--- src/rtl/running_median_two_heaps_macros.svh ---
// Assertion macros for the running median block
`ifndef RUNNING_MEDIAN_TWO_HEAPS_MACROS_SVH
`define RUNNING_MEDIAN_TWO_HEAPS_MACROS_SVH
`ifndef SYNTHESIS
`define RMH_ASSERT_IMP(label, clk, rst_n, a, b) \
    label: assert property (@(posedge clk) disable iff (!rst_n) (a) |-> (b)) \
        else $error("assertion failed");
`define RMH_ASSERT_NXT(label, clk, rst_n, a, b) \
    label: assert property (@(posedge clk) disable iff (!rst_n) (a) |=> (b)) \
        else $error("assertion failed");
`else
`define RMH_ASSERT_IMP(label, clk, rst_n, a, b)
`define RMH_ASSERT_NXT(label, clk, rst_n, a, b)
`endif
`endif

--- src/rtl/rmh_pkg.sv ---
// ----------------------------------------------------------------------------
// rmh_pkg
// Shared widths, command and status types for the running median block.
// ----------------------------------------------------------------------------
`default_nettype none
package rmh_pkg;
    localparam int HEAP_DEPTH = 1024;
    localparam int VALUE_BITS = 30;
    localparam int ADDR_BITS  = $clog2(HEAP_DEPTH);
    localparam int CNT_BITS   = ADDR_BITS + 1;

    typedef logic [VALUE_BITS-1:0] t_value;
    typedef logic [ADDR_BITS-1:0]  t_addr;
    typedef logic [CNT_BITS-1:0]   t_cnt;

    typedef enum logic [3:0] {
        OP_NONE,
        OP_LOAD,
        OP_PUSH_WR,
        OP_UP_RD,
        OP_UP_CMP,
        OP_TOPS_RD,
        OP_TOPS_CMP,
        OP_DN_RD,
        OP_DN_RD2,
        OP_DN_CMP,
        OP_DONE
    } t_op;

    typedef struct packed {
        t_op  op;
        logic sel_upper;
    } t_cmd;

    typedef struct packed {
        logic full;
        logic to_upper;
        logic up_more;
        logic swap;
        logic dn_more;
        logic odd;
    } t_status;
endpackage
`default_nettype wire

--- src/rtl/rmh_ctrl.sv ---
// ----------------------------------------------------------------------------
// rmh_ctrl
// Sequencer for push and sift-up, top exchange and the two sift-down passes.
// ----------------------------------------------------------------------------
`default_nettype none
`include "running_median_two_heaps_macros.svh"
module rmh_ctrl
    import rmh_pkg::*;
(
    input  wire  logic    i_clk,
    input  wire  logic    i_rst_n,
    input  wire  logic    start,
    output       logic    busy,
    input  wire  t_status i_status,
    output       t_cmd    o_cmd,
    output       logic    o_valid,
    output       logic    o_dropped
);
    typedef enum logic [3:0] {
        S_IDLE, S_CHECK, S_PUSH, S_URD, S_UCMP, S_TRD, S_TCMP,
        S_DRD, S_DRD2, S_DCMP, S_OUT
    } t_state;

    t_state r_state;
    logic   r_sel, r_second;

    always_comb begin
        o_cmd.sel_upper = r_sel;
        case (r_state)
            S_IDLE:  o_cmd.op = start ? OP_LOAD : OP_NONE;
            S_PUSH:  o_cmd.op = OP_PUSH_WR;
            S_URD:   o_cmd.op = OP_UP_RD;
            S_UCMP:  o_cmd.op = OP_UP_CMP;
            S_TRD:   o_cmd.op = OP_TOPS_RD;
            S_TCMP:  o_cmd.op = OP_TOPS_CMP;
            S_DRD:   o_cmd.op = OP_DN_RD;
            S_DRD2:  o_cmd.op = OP_DN_RD2;
            S_DCMP:  o_cmd.op = OP_DN_CMP;
            default: o_cmd.op = OP_NONE;
        endcase
    end
    assign busy = (r_state != S_IDLE);

    always_ff @(posedge i_clk) begin
        if (!i_rst_n) begin
            r_state   <= S_IDLE;
            r_sel     <= 1'b0;
            r_second  <= 1'b0;
            o_valid   <= 1'b0;
            o_dropped <= 1'b0;
        end else begin
            o_valid <= 1'b0;
            case (r_state)
                S_IDLE: if (start) r_state <= S_CHECK;
                S_CHECK: begin
                    r_sel <= i_status.to_upper;
                    if (i_status.full) begin
                        o_valid   <= 1'b1;
                        o_dropped <= 1'b1;
                        r_state   <= S_IDLE;
                    end else begin
                        r_state <= S_PUSH;
                    end
                end
                S_PUSH: r_state <= S_URD;
                S_URD:  r_state <= S_UCMP;
                S_UCMP: r_state <= i_status.up_more ? S_URD : S_TRD;
                S_TRD:  r_state <= S_TCMP;
                S_TCMP: begin
                    r_sel    <= 1'b1;
                    r_second <= 1'b0;
                    r_state  <= i_status.swap ? S_DRD : S_OUT;
                end
                S_DRD:  r_state <= S_DRD2;
                S_DRD2: r_state <= S_DCMP;
                S_DCMP: begin
                    if (i_status.dn_more) begin
                        r_state <= S_DRD;
                    end else if (!r_second) begin
                        r_second <= 1'b1;
                        r_sel    <= 1'b0;
                        r_state  <= S_DRD;
                    end else begin
                        r_state <= S_OUT;
                    end
                end
                S_OUT: begin
                    o_valid   <= i_status.odd;
                    o_dropped <= 1'b0;
                    r_state   <= S_IDLE;
                end
                default: r_state <= S_IDLE;
            endcase
        end
    end

    `RMH_ASSERT_NXT(a_start_go, i_clk, i_rst_n, start && !busy, r_state == S_CHECK)
    `RMH_ASSERT_IMP(a_valid_idle, i_clk, i_rst_n, o_valid, r_state == S_IDLE)
    `RMH_ASSERT_NXT(a_swap_sift, i_clk, i_rst_n, r_state == S_TCMP && i_status.swap, r_state == S_DRD)
endmodule
`default_nettype wire

--- config.mk ---
export PLATFORM = sky130hd
export DESIGN_NAME = rmh_ctrl
export DESIGN_NICKNAME = d
export VERILOG_FILES = /design/src/rtl/rmh_pkg.sv /design/src/rtl/rmh_ctrl.sv
export VERILOG_INCLUDE_DIRS = /design/src /design/src/rtl
export SDC_FILE = /design/constraint.sdc
export NUM_CORES = 1
export LEC_CHECK = 0
export BUFFER_PORTS_ARGS = -buffer_cell sky130_fd_sc_hd__buf_2
export CAP_MARGIN = 20
export CORE_UTILIZATION = 30
export DETAILED_ROUTE_END_ITERATION = 6
export HOLD_SLACK_MARGIN = 0.12
export PLACE_DENSITY = 0.57
export SLEW_MARGIN = 20
export SYNTH_ARGS = -nofsm -noshare
export SYNTH_HDL_FRONTEND = slang
export SYNTH_SLANG_ARGS = --single-unit
export TNS_END_PERCENT = 50
--- constraint.sdc ---
create_clock -name i_clk -period 3.5 [get_ports i_clk]
set_clock_uncertainty 0.2 [all_clocks]
set_input_delay 0.175 -clock i_clk [delete_from_list [all_inputs] [get_ports i_clk]]
set_output_delay 0.175 -clock i_clk [all_outputs]
set_load 0.05 [all_outputs]
==> out/metrics.cfg, run 1 <==
[sta]
rsz0062_at_grt=no
max_slew_margin_pct=66.1
finalSetupViolCount=0
hold_slack_ns=0.172
fmax_mhz=455
post-route-period-util_pct=62.8
fin_tns_setup_ns=0
hold_viol=0
finalMaxSlewViolations=0
fin_crit_ns=2.20
fin_ws_ns=1.30
tightestPinTransition_ns=0.508

[clock_network]
post_cts_buffers=0
cts_tree=done
clock_latency_ns=0.25
clock_sinks=8
cts_made_buffers=3
clock_tree.buffer_depth=2
htree_levels=1
cts_resized=0
root_buffer=clkbuf_4
clk_pin_slew_ns=0.06

[grt]
grt_max_degree=19
grt_pass1_wl_mm=1.90
grt_antenna_before_repair=0
grt_pass1_vias=439
grt_usage_pct=13.8
grt_overflow=0

[drt]
viasPerCell=5.06
finalWirelength_mm=1.19
drc=0
postRouteAntennaNets=0
dr.pass1.iters=4
wl_per_cell_um=11.7
via_count=511
first_iter_violations=13

[worst_setup_path]
crit_end=r_state[0]
endpoint_kind=register
cp.depth=4
crit_path_top_delay_cell=or4_4
crit_family=simple AND/OR/NAND/NOR gates
cp-startpoint=r_state[2]
path_class=reg2reg
path_max_fanout=14
timing.rr.start=r_state[2]
crit_chain=or4_4 -> o211ai_2 -> a21oi_1 -> dlygate4sd3_1
reg2reg_depth=4
ff2ff_setup_slack_ns=1.30
cp.buffers_inverters=1
r2r_end=r_state[0]
cp-start-kind=register
cp_slowest_stage_delay_ns=0.60
cp.arrival_ns=2.13
worst_ep_required_time_ns=3.44

[placed_design]
pre_cts_ws_ns=1.73
place_area_um2=583
port_buffers=16
finalWeightedCongestion=0.758
post-dp-hpwl_um=820
dp.cells=92

[floorplanning]
rows=14
die-area_um2=1870
start_util_pct=33.0
coreArea_um2=1540
die_w_um=43.2
io_pins=17
fp.dieH_um=43.2

[flow_run]
max-cap-violations=0

[power_and_ir_drop]
vdd.ir_drop.worst_uv=172
p_per_area_nw_per_um2=350
p_leak_nw=0.293

[logic_synthesis]
yosys.area.top_type=dfxtp_1
yosys.area.top_type_share_pct=31.4
synthArstFlopShare_pct=0
ys.flop_type=dfxtp_1
synth_edf_count=0
ys_top_cells_by_area=dfxtp_1 31%, nand2b_1 7.4%, nor2b_1 6.1%
synthesis.nets=74
synthCells=65
yosysSeqAreaShare_pct=31.4
syn_area_um2=509
yosys_warnings=0
postSynthAreaPerCell_um2=7.83
yosys_register_bits=8
ys_types=30

[min_path]
min_path_type=in2reg

[cells_and_area]
register_area_um2=160
fin_cells=101
design_area_um2=666
area_delta_synth_final_pct=30.7
drive_gt1_share_pct=25.9
multiInputGateArea_um2=315
final_common_cell=buf_2
num_antenna_cells=0
most-common-layout-cells=16 x buf_2, 8 x dfxtp_1, 6 x nand2b_1, 6 x dlygate4sd3_1
fillerInstances=155
final_net_count=96

[run_status]
status=finished, final reports clean

worst min path at each step:
stage / end / cells past startpoint / from / slack [ns]
floorplan: r_sel / 1 / i_rst_n / 0.09
global placement: o_dropped / 2 / o_dropped / 0.26
detailed placement: o_dropped / 2 / o_dropped / 0.26
CTS: o_dropped / 4 / i_status[5] / 0.17
global route: o_dropped / 4 / i_status[5] / 0.18
finish: o_dropped / 4 / i_status[5] / 0.17
per-layer routing:
layer  GRT usage (%)  up-vias  share of wire, %
met1            19.5      225                50
li1                -      270                 -
met5               0        -                 0
met4            7.27        0              0.34
met2            19.4       14                45
met3            2.55        2               4.7
stage by stage:
stage / power (mW) / utilization [%]
finish: 0.233 / 43.2
global route: 0.248 / 43.2
CTS: 0.236 / 43.2
detailed placement: 0.159 / 37.8
global placement: 0.159 / 37.8
floorplan: 0.146 / -
state kept, by name, indices dropped and copies added, names as in the netlist:
register / cells
r_state: 4
r_second: 1
r_sel: 1
o_valid: 1
o_dropped: 1
layout make-up:
cell class | count | share of cell area [%]
well taps | 16 | 3.01
clock buffers | 3 | 3.38
flip-flops and latches | 8 | 24.1
multi-input cells | 50 | 47.4
inverters | 2 | 1.13
repair buffers | 22 | 21.1
worst reg2reg max path: cells and delay by family (launching register included):
kind	cells	cell delay [ns]
flops	1	0.43
buf+inv	1	0.55
simple gates	1	0.60
compound gates	2	0.30
report_power, final:
group          switching [mW]  internal, mW
registers             0.00637        0.0960
logic                  0.0355        0.0250
clock network          0.0308        0.0392
what timing repair did:
item	4_1_cts	5_1_grt
endpoints found under the setup margin	0	0
hold buffers	6	0
hold endpoints to repair	8	0
Yosys cell counts, drive strengths merged (2+ instances only):
library cell	n
dfxtp	8
o21ai	7
nand2b	6
a21oi	5
nor2b	5
buf	4
nor2	4
nor3b	3
a31oi	2
a32oi	2
inv	2
nand2	2
cells by family (layout without fill, tap and decap cells):
logic type      count (synthesis)  count (layout)  synth area share (%)
compound gates                 23              23                  28.7
simple gates                   27              27                  33.2
flops                           8               8                  31.4
buf+inv                         7              27                  6.63
Power figures use the tool's default switching activity.
==> run 2: changes to the inputs <==
==> constraint.sdc (replaced) <==
create_clock -name i_clk -period 2.23 [get_ports i_clk]
set_clock_uncertainty 0.2 [all_clocks]
set_input_delay 0.1115 -clock i_clk [delete_from_list [all_inputs] [get_ports i_clk]]
set_output_delay 0.1115 -clock i_clk [all_outputs]
set_load 0.05 [all_outputs]
==> out/metrics.cfg, run 2 (synthesized netlist as in run 1, its figures left out) <==
[cells_and_area]
area_delta_synth_final_pct=36.1
multiInputGateArea_um2=330
drive_gt1_share_pct=27.9
fillerInstances=173
top_register=r_state
fin_cells=102
final_common_cell=buf_2
largest_reg_flops=4
register_area_um2=163
final_net_count=97
most-common-layout-cells=16 x buf_2, 7 x dlygate4sd3_1, 6 x nand2b_1, 6 x dfxtp_1
num_antenna_cells=0

[worst_setup_path]
ff2ff_setup_slack_ns=0.09
path_max_fanout=11
reg2reg_depth=4
path_class=reg2reg
cp_slowest_stage_delay_ns=0.58
worst_ep_required_time_ns=2.16
crit_chain=or4_4 -> o211ai_4 -> a21oi_1 -> dlygate4sd3_1
cp-start-kind=register
cp.buffers_inverters=1
cp.arrival_ns=2.07
crit_path_top_delay_cell=or4_4
endpoint_kind=register
r2r_end=r_state[2]
timing.rr.start=r_state[0]
crit_family=simple AND/OR/NAND/NOR gates

[sta]
fin_crit_ns=2.14
finalSetupViolCount=0
fin_tns_setup_ns=0
tightestPinTransition_ns=0.499
finalMaxSlewViolations=0
max_slew_margin_pct=66.7
fmax_mhz=468
post-route-period-util_pct=95.8
hold_viol=0
rsz0062_at_grt=no

[grt]
grt_max_degree=19
grt_overflow=0
grt_antenna_before_repair=0
grt_pass1_vias=493
grt_pass1_wl_mm=2.06
grt_usage_pct=15.0

[clock_network]
cts_made_buffers=3
cts_tree=done
clock_latency_ns=0.25
clk_pin_slew_ns=0.05
post_cts_buffers=0
htree_levels=1
root_buffer=clkbuf_4
clock_tree.buffer_depth=2
clock_sinks=8

[power_and_ir_drop]
p_leak_nw=0.298
p_per_area_nw_per_um2=531
vdd.ir_drop.worst_uv=435

[run_status]
status=finished, final reports clean

[placed_design]
dp.cells=92
finalWeightedCongestion=0.728
port_buffers=16
post-dp-hpwl_um=818

[floorplanning]
coreArea_um2=1540
io_pins=17
fp.dieH_um=43.2
die_w_um=43.2
rows=14
start_util_pct=33.0
die-area_um2=1870

[min_path]
min_to=r_state[3]
min_from=i_status[1]
min_path_type=in2reg
hold_depth=5

[drt]
wl_per_cell_um=12.0
via_count=538
drc=0
dr.pass1.iters=4
finalWirelength_mm=1.22
first_iter_violations=8
postRouteAntennaNets=0
viasPerCell=5.27

[flow_run]
max-cap-violations=0

## run 2: power breakdown
part	switching, mW	internal, mW
sequential	0.0106	0.151
combinational	0.0570	0.0411
clock	0.0471	0.0614
total	0.115	0.253
## run 2: metrics by stage
stage	cell area, um2	worst slack [ns]	hold WS (ns)	utilization, %	power [mW]
finish	693	0.0947	0.153	45.0	0.368
global route	693	0.00747	0.205	45.0	0.395
CTS	676	0.0509	0.151	43.8	0.371
detailed placement	583	0.527	0.201	37.8	0.249
global placement	583	0.539	0.205	37.8	0.249
floorplan	509	0.0267	0.0290	-	0.229
## run 2: layout make-up
type	instances	area share [%]
Inverter	2	1.08
Clock buffer	3	3.25
Sequential cell	8	23.5
Tap cell	16	2.89
Timing Repair Buffer	23	21.7
Multi-Input combinational cell	50	47.7
## run 2: tightest hold or removal path, cell delays in order
cell,delay [ns]
buf_2,0.11
nand2b_1,0.14
nand2_1,0.07
a32oi_1,0.06
nor2_1,0.08
## run 2: how the worst max path moves through the flow
| stage | start | end | slack, ns | depth (start not counted) |
|---|---|---|---|---|
| floorplan | r_state[2] | r_state[3] | 0.03 | 4 |
| global placement | r_state[2] | o_cmd[1] | 0.54 | 3 |
| detailed placement | r_state[2] | o_cmd[1] | 0.53 | 3 |
| CTS | r_state[2] | r_state[2] | 0.05 | 4 |
| global route | r_state[0] | r_state[2] | 0.007 | 4 |
| finish | r_state[0] | r_state[2] | 0.09 | 4 |
## run 2: routing by layer
metal  routed length [um]  vias up  track usage [%]
li1                     -      272                -
met1                  561      246             16.3
met2                  589       20             24.5
met3                   68        0             8.09
met4                    0        0             5.45
met5                    0        -                0
## run 2: repair_timing
action	CTS	global route
resized for setup	0	4
hold endpoints to repair	8	0
setup endpoints to repair	0	1
hold buffers	7	0
==> run 3: changes to the inputs <==
--- a/config.mk
+++ b/config.mk
@@ -6,12 +6,13 @@
 export SDC_FILE = /design/constraint.sdc
 export NUM_CORES = 1
 export LEC_CHECK = 0
+export ABC_AREA = 1
 export BUFFER_PORTS_ARGS = -buffer_cell sky130_fd_sc_hd__buf_2
 export CAP_MARGIN = 20
 export CORE_UTILIZATION = 30
+export CTS_CLUSTER_DIAMETER = 100
 export DETAILED_ROUTE_END_ITERATION = 6
 export HOLD_SLACK_MARGIN = 0.12
-export PLACE_DENSITY = 0.57
 export SLEW_MARGIN = 20
 export SYNTH_ARGS = -nofsm -noshare
 export SYNTH_HDL_FRONTEND = slang
==> out/metrics.cfg, run 3 <==
[placed_design]
finalWeightedCongestion=0.848
post-dp-hpwl_mm=1.04
dp.cells=118
port_buffers=16

[power_and_ir_drop]
switchingPower_uw=263
p_per_area_nw_per_um2=772
pwr-share-seq_pct=32.7
power_uw=574
p_leak_nw=0.367
vdd.ir_drop.worst_uv=499
power_frac_comb_pct=49.2
power.share.clock_pct=18.1
switching_share_pct=45.9
p_int_uw=310

[logic_synthesis]
synth_edf_count=0
syn_area_um2=528
synth_commonest_cells=20 x nand2_1, 17 x nor2_1, 9 x inv_1
postSynthAreaPerCell_um2=6.07
yosys.area.top_type_share_pct=30.3
synthesis.nets=96
yosys.area.top_type=dfxtp_1
yosys_register_bits=8
yosys_warnings=0
ys_top_cells_by_area=dfxtp_1 30%, nand2_1 14%, nor2_1 12%
ys.flop_type=dfxtp_1
yosysSeqAreaShare_pct=30.3
ys_types=20
synthArstFlopShare_pct=0
yosysMostFrequentCell=nand2_1
synthCells=87

[drt]
first_iter_violations=15
via_count=629
finalWirelength_mm=1.32
wl_per_cell_um=10.1
drc=0
postRouteAntennaNets=0
viasPerCell=4.80
dr.pass1.iters=6

[clock_network]
htree_levels=1
clk_pin_slew_ns=0.05
root_buffer=clkbuf_4
cts_made_buffers=3
clock_tree.buffer_depth=2
hold_buffers=10
clock_sinks=8
cts_resized=0
post_cts_buffers=0
clock_latency_ns=0.25
cts_tree=done

[worst_setup_path]
endpoint_kind=register
cp.arrival_ns=1.99
cp-start-kind=register
cp-startpoint=r_state[0]
path_max_fanout=8
path_class=reg2reg
worst_ep_required_time_ns=2.21
timing.rr.start=r_state[0]

[cells_and_area]
final_common_cell=nand2_1
final_util_pct=47.1
area_delta_synth_final_pct=40.8
final_net_count=126
num_antenna_cells=0
largest_reg_flops=4
register_area_um2=160
fillerInstances=166
drive_gt1_share_pct=25.2
most-common-layout-cells=20 x nand2_1, 17 x nor2_1, 16 x buf_2, 10 x dlygate4sd3_1, 9 x inv_1
fin_cells=131
multiInputGateArea_um2=319
top_register=r_state

[sta]
hold_slack_ns=0.259
tightestPinTransition_ns=0.302
max_slew_margin_pct=79.9
hold_viol=0
fin_tns_setup_ns=0
finalSetupViolCount=0
fmax_mhz=497
rsz0062_at_grt=no
post-route-period-util_pct=90.3
fin_crit_ns=2.01
finalMaxSlewViolations=0

[floorplanning]
die-area_um2=1930
rows=14
coreArea_um2=1580
fp.dieH_um=44.0
die_w_um=44.0
io_pins=17
start_util_pct=33.5

[min_path]
min_path_type=reg2reg
min_from=o_dropped

[flow_run]
max-cap-violations=0

[grt]
grt_pass1_wl_mm=2.31
grt_max_degree=9
grt_pass1_vias=551
grt_overflow=0
grt_antenna_before_repair=0
grt_usage_pct=16.6

[run_status]
status=finished, final reports clean

[run 3: area by class of cell]
cell class                      instances  area share [%]
Multi-Input combinational cell         67            42.9
Timing Repair Buffer                   26            24.2
Sequential cell                         8            21.5
Inverter                               11            5.56
Clock buffer                            3            3.03
Tap cell                               16            2.69
[run 3: critical path: stages (launching register included)]
cell and delay (ns):
dfxtp_1 0.49, inv_2 0.12, nor2_4 0.15, nand2_1 0.10
nand3_2 0.09, nand2_1 0.06, nand2_1 0.07, nand2_1 0.04
dlygate4sd3_1 0.55, nor2_1 0.09
[run 3: per-stage QoR]
stage | instance area, um2 | worst slack [ns]
4_1_cts | 743 | 0.217
3_5_place_dp | 621 | 0.647
5_1_grt | 743 | 0.0800
3_3_place_gp | 621 | 0.609
6_report | 743 | 0.217
2_1_floorplan | 528 | 0.352
[run 3: worst paths after layout]
path                to  slack (ns)  cells past startpoint
max reg2reg      r_sel        0.22                      9
min reg2reg  o_dropped        0.26                      2
min          o_dropped        0.26                      2
max              r_sel        0.22                      9
[run 3: kinds of logic (layout without fill, tap and decap cells)]
group                  after synthesis  after routing  synth area share [%]
flip-flops                           8              8                  30.3
buffers and inverters               12             40                  9.24
AO/OA/AOI/OAI                       14             14                  15.2
AND/OR/NAND/NOR                     53             53                  45.3
[run 3: power by group through the flow]
stage | Clock [mW] | Sequential, mW | Combinational (mW)
after floorplan | 0 | 0.201 | 0.199
after global placement | 0 | 0.191 | 0.264
after detailed placement | 0 | 0.190 | 0.264
after CTS | 0.110 | 0.187 | 0.283
after global routing | 0.120 | 0.191 | 0.309
final | 0.104 | 0.187 | 0.282
[run 3: routing by layer]
| layer | global-route usage (%) | vias to the layer above | part of all wire (%) |
|---|---|---|---|
| met4 | 7.27 | 0 | 0.68 |
| met3 | 3.75 | 2 | 3.4 |
| met5 | 0 | - | 0 |
| li1 | - | 338 | - |
| met2 | 24.5 | 15 | 42 |
| met1 | 23.1 | 274 | 53 |
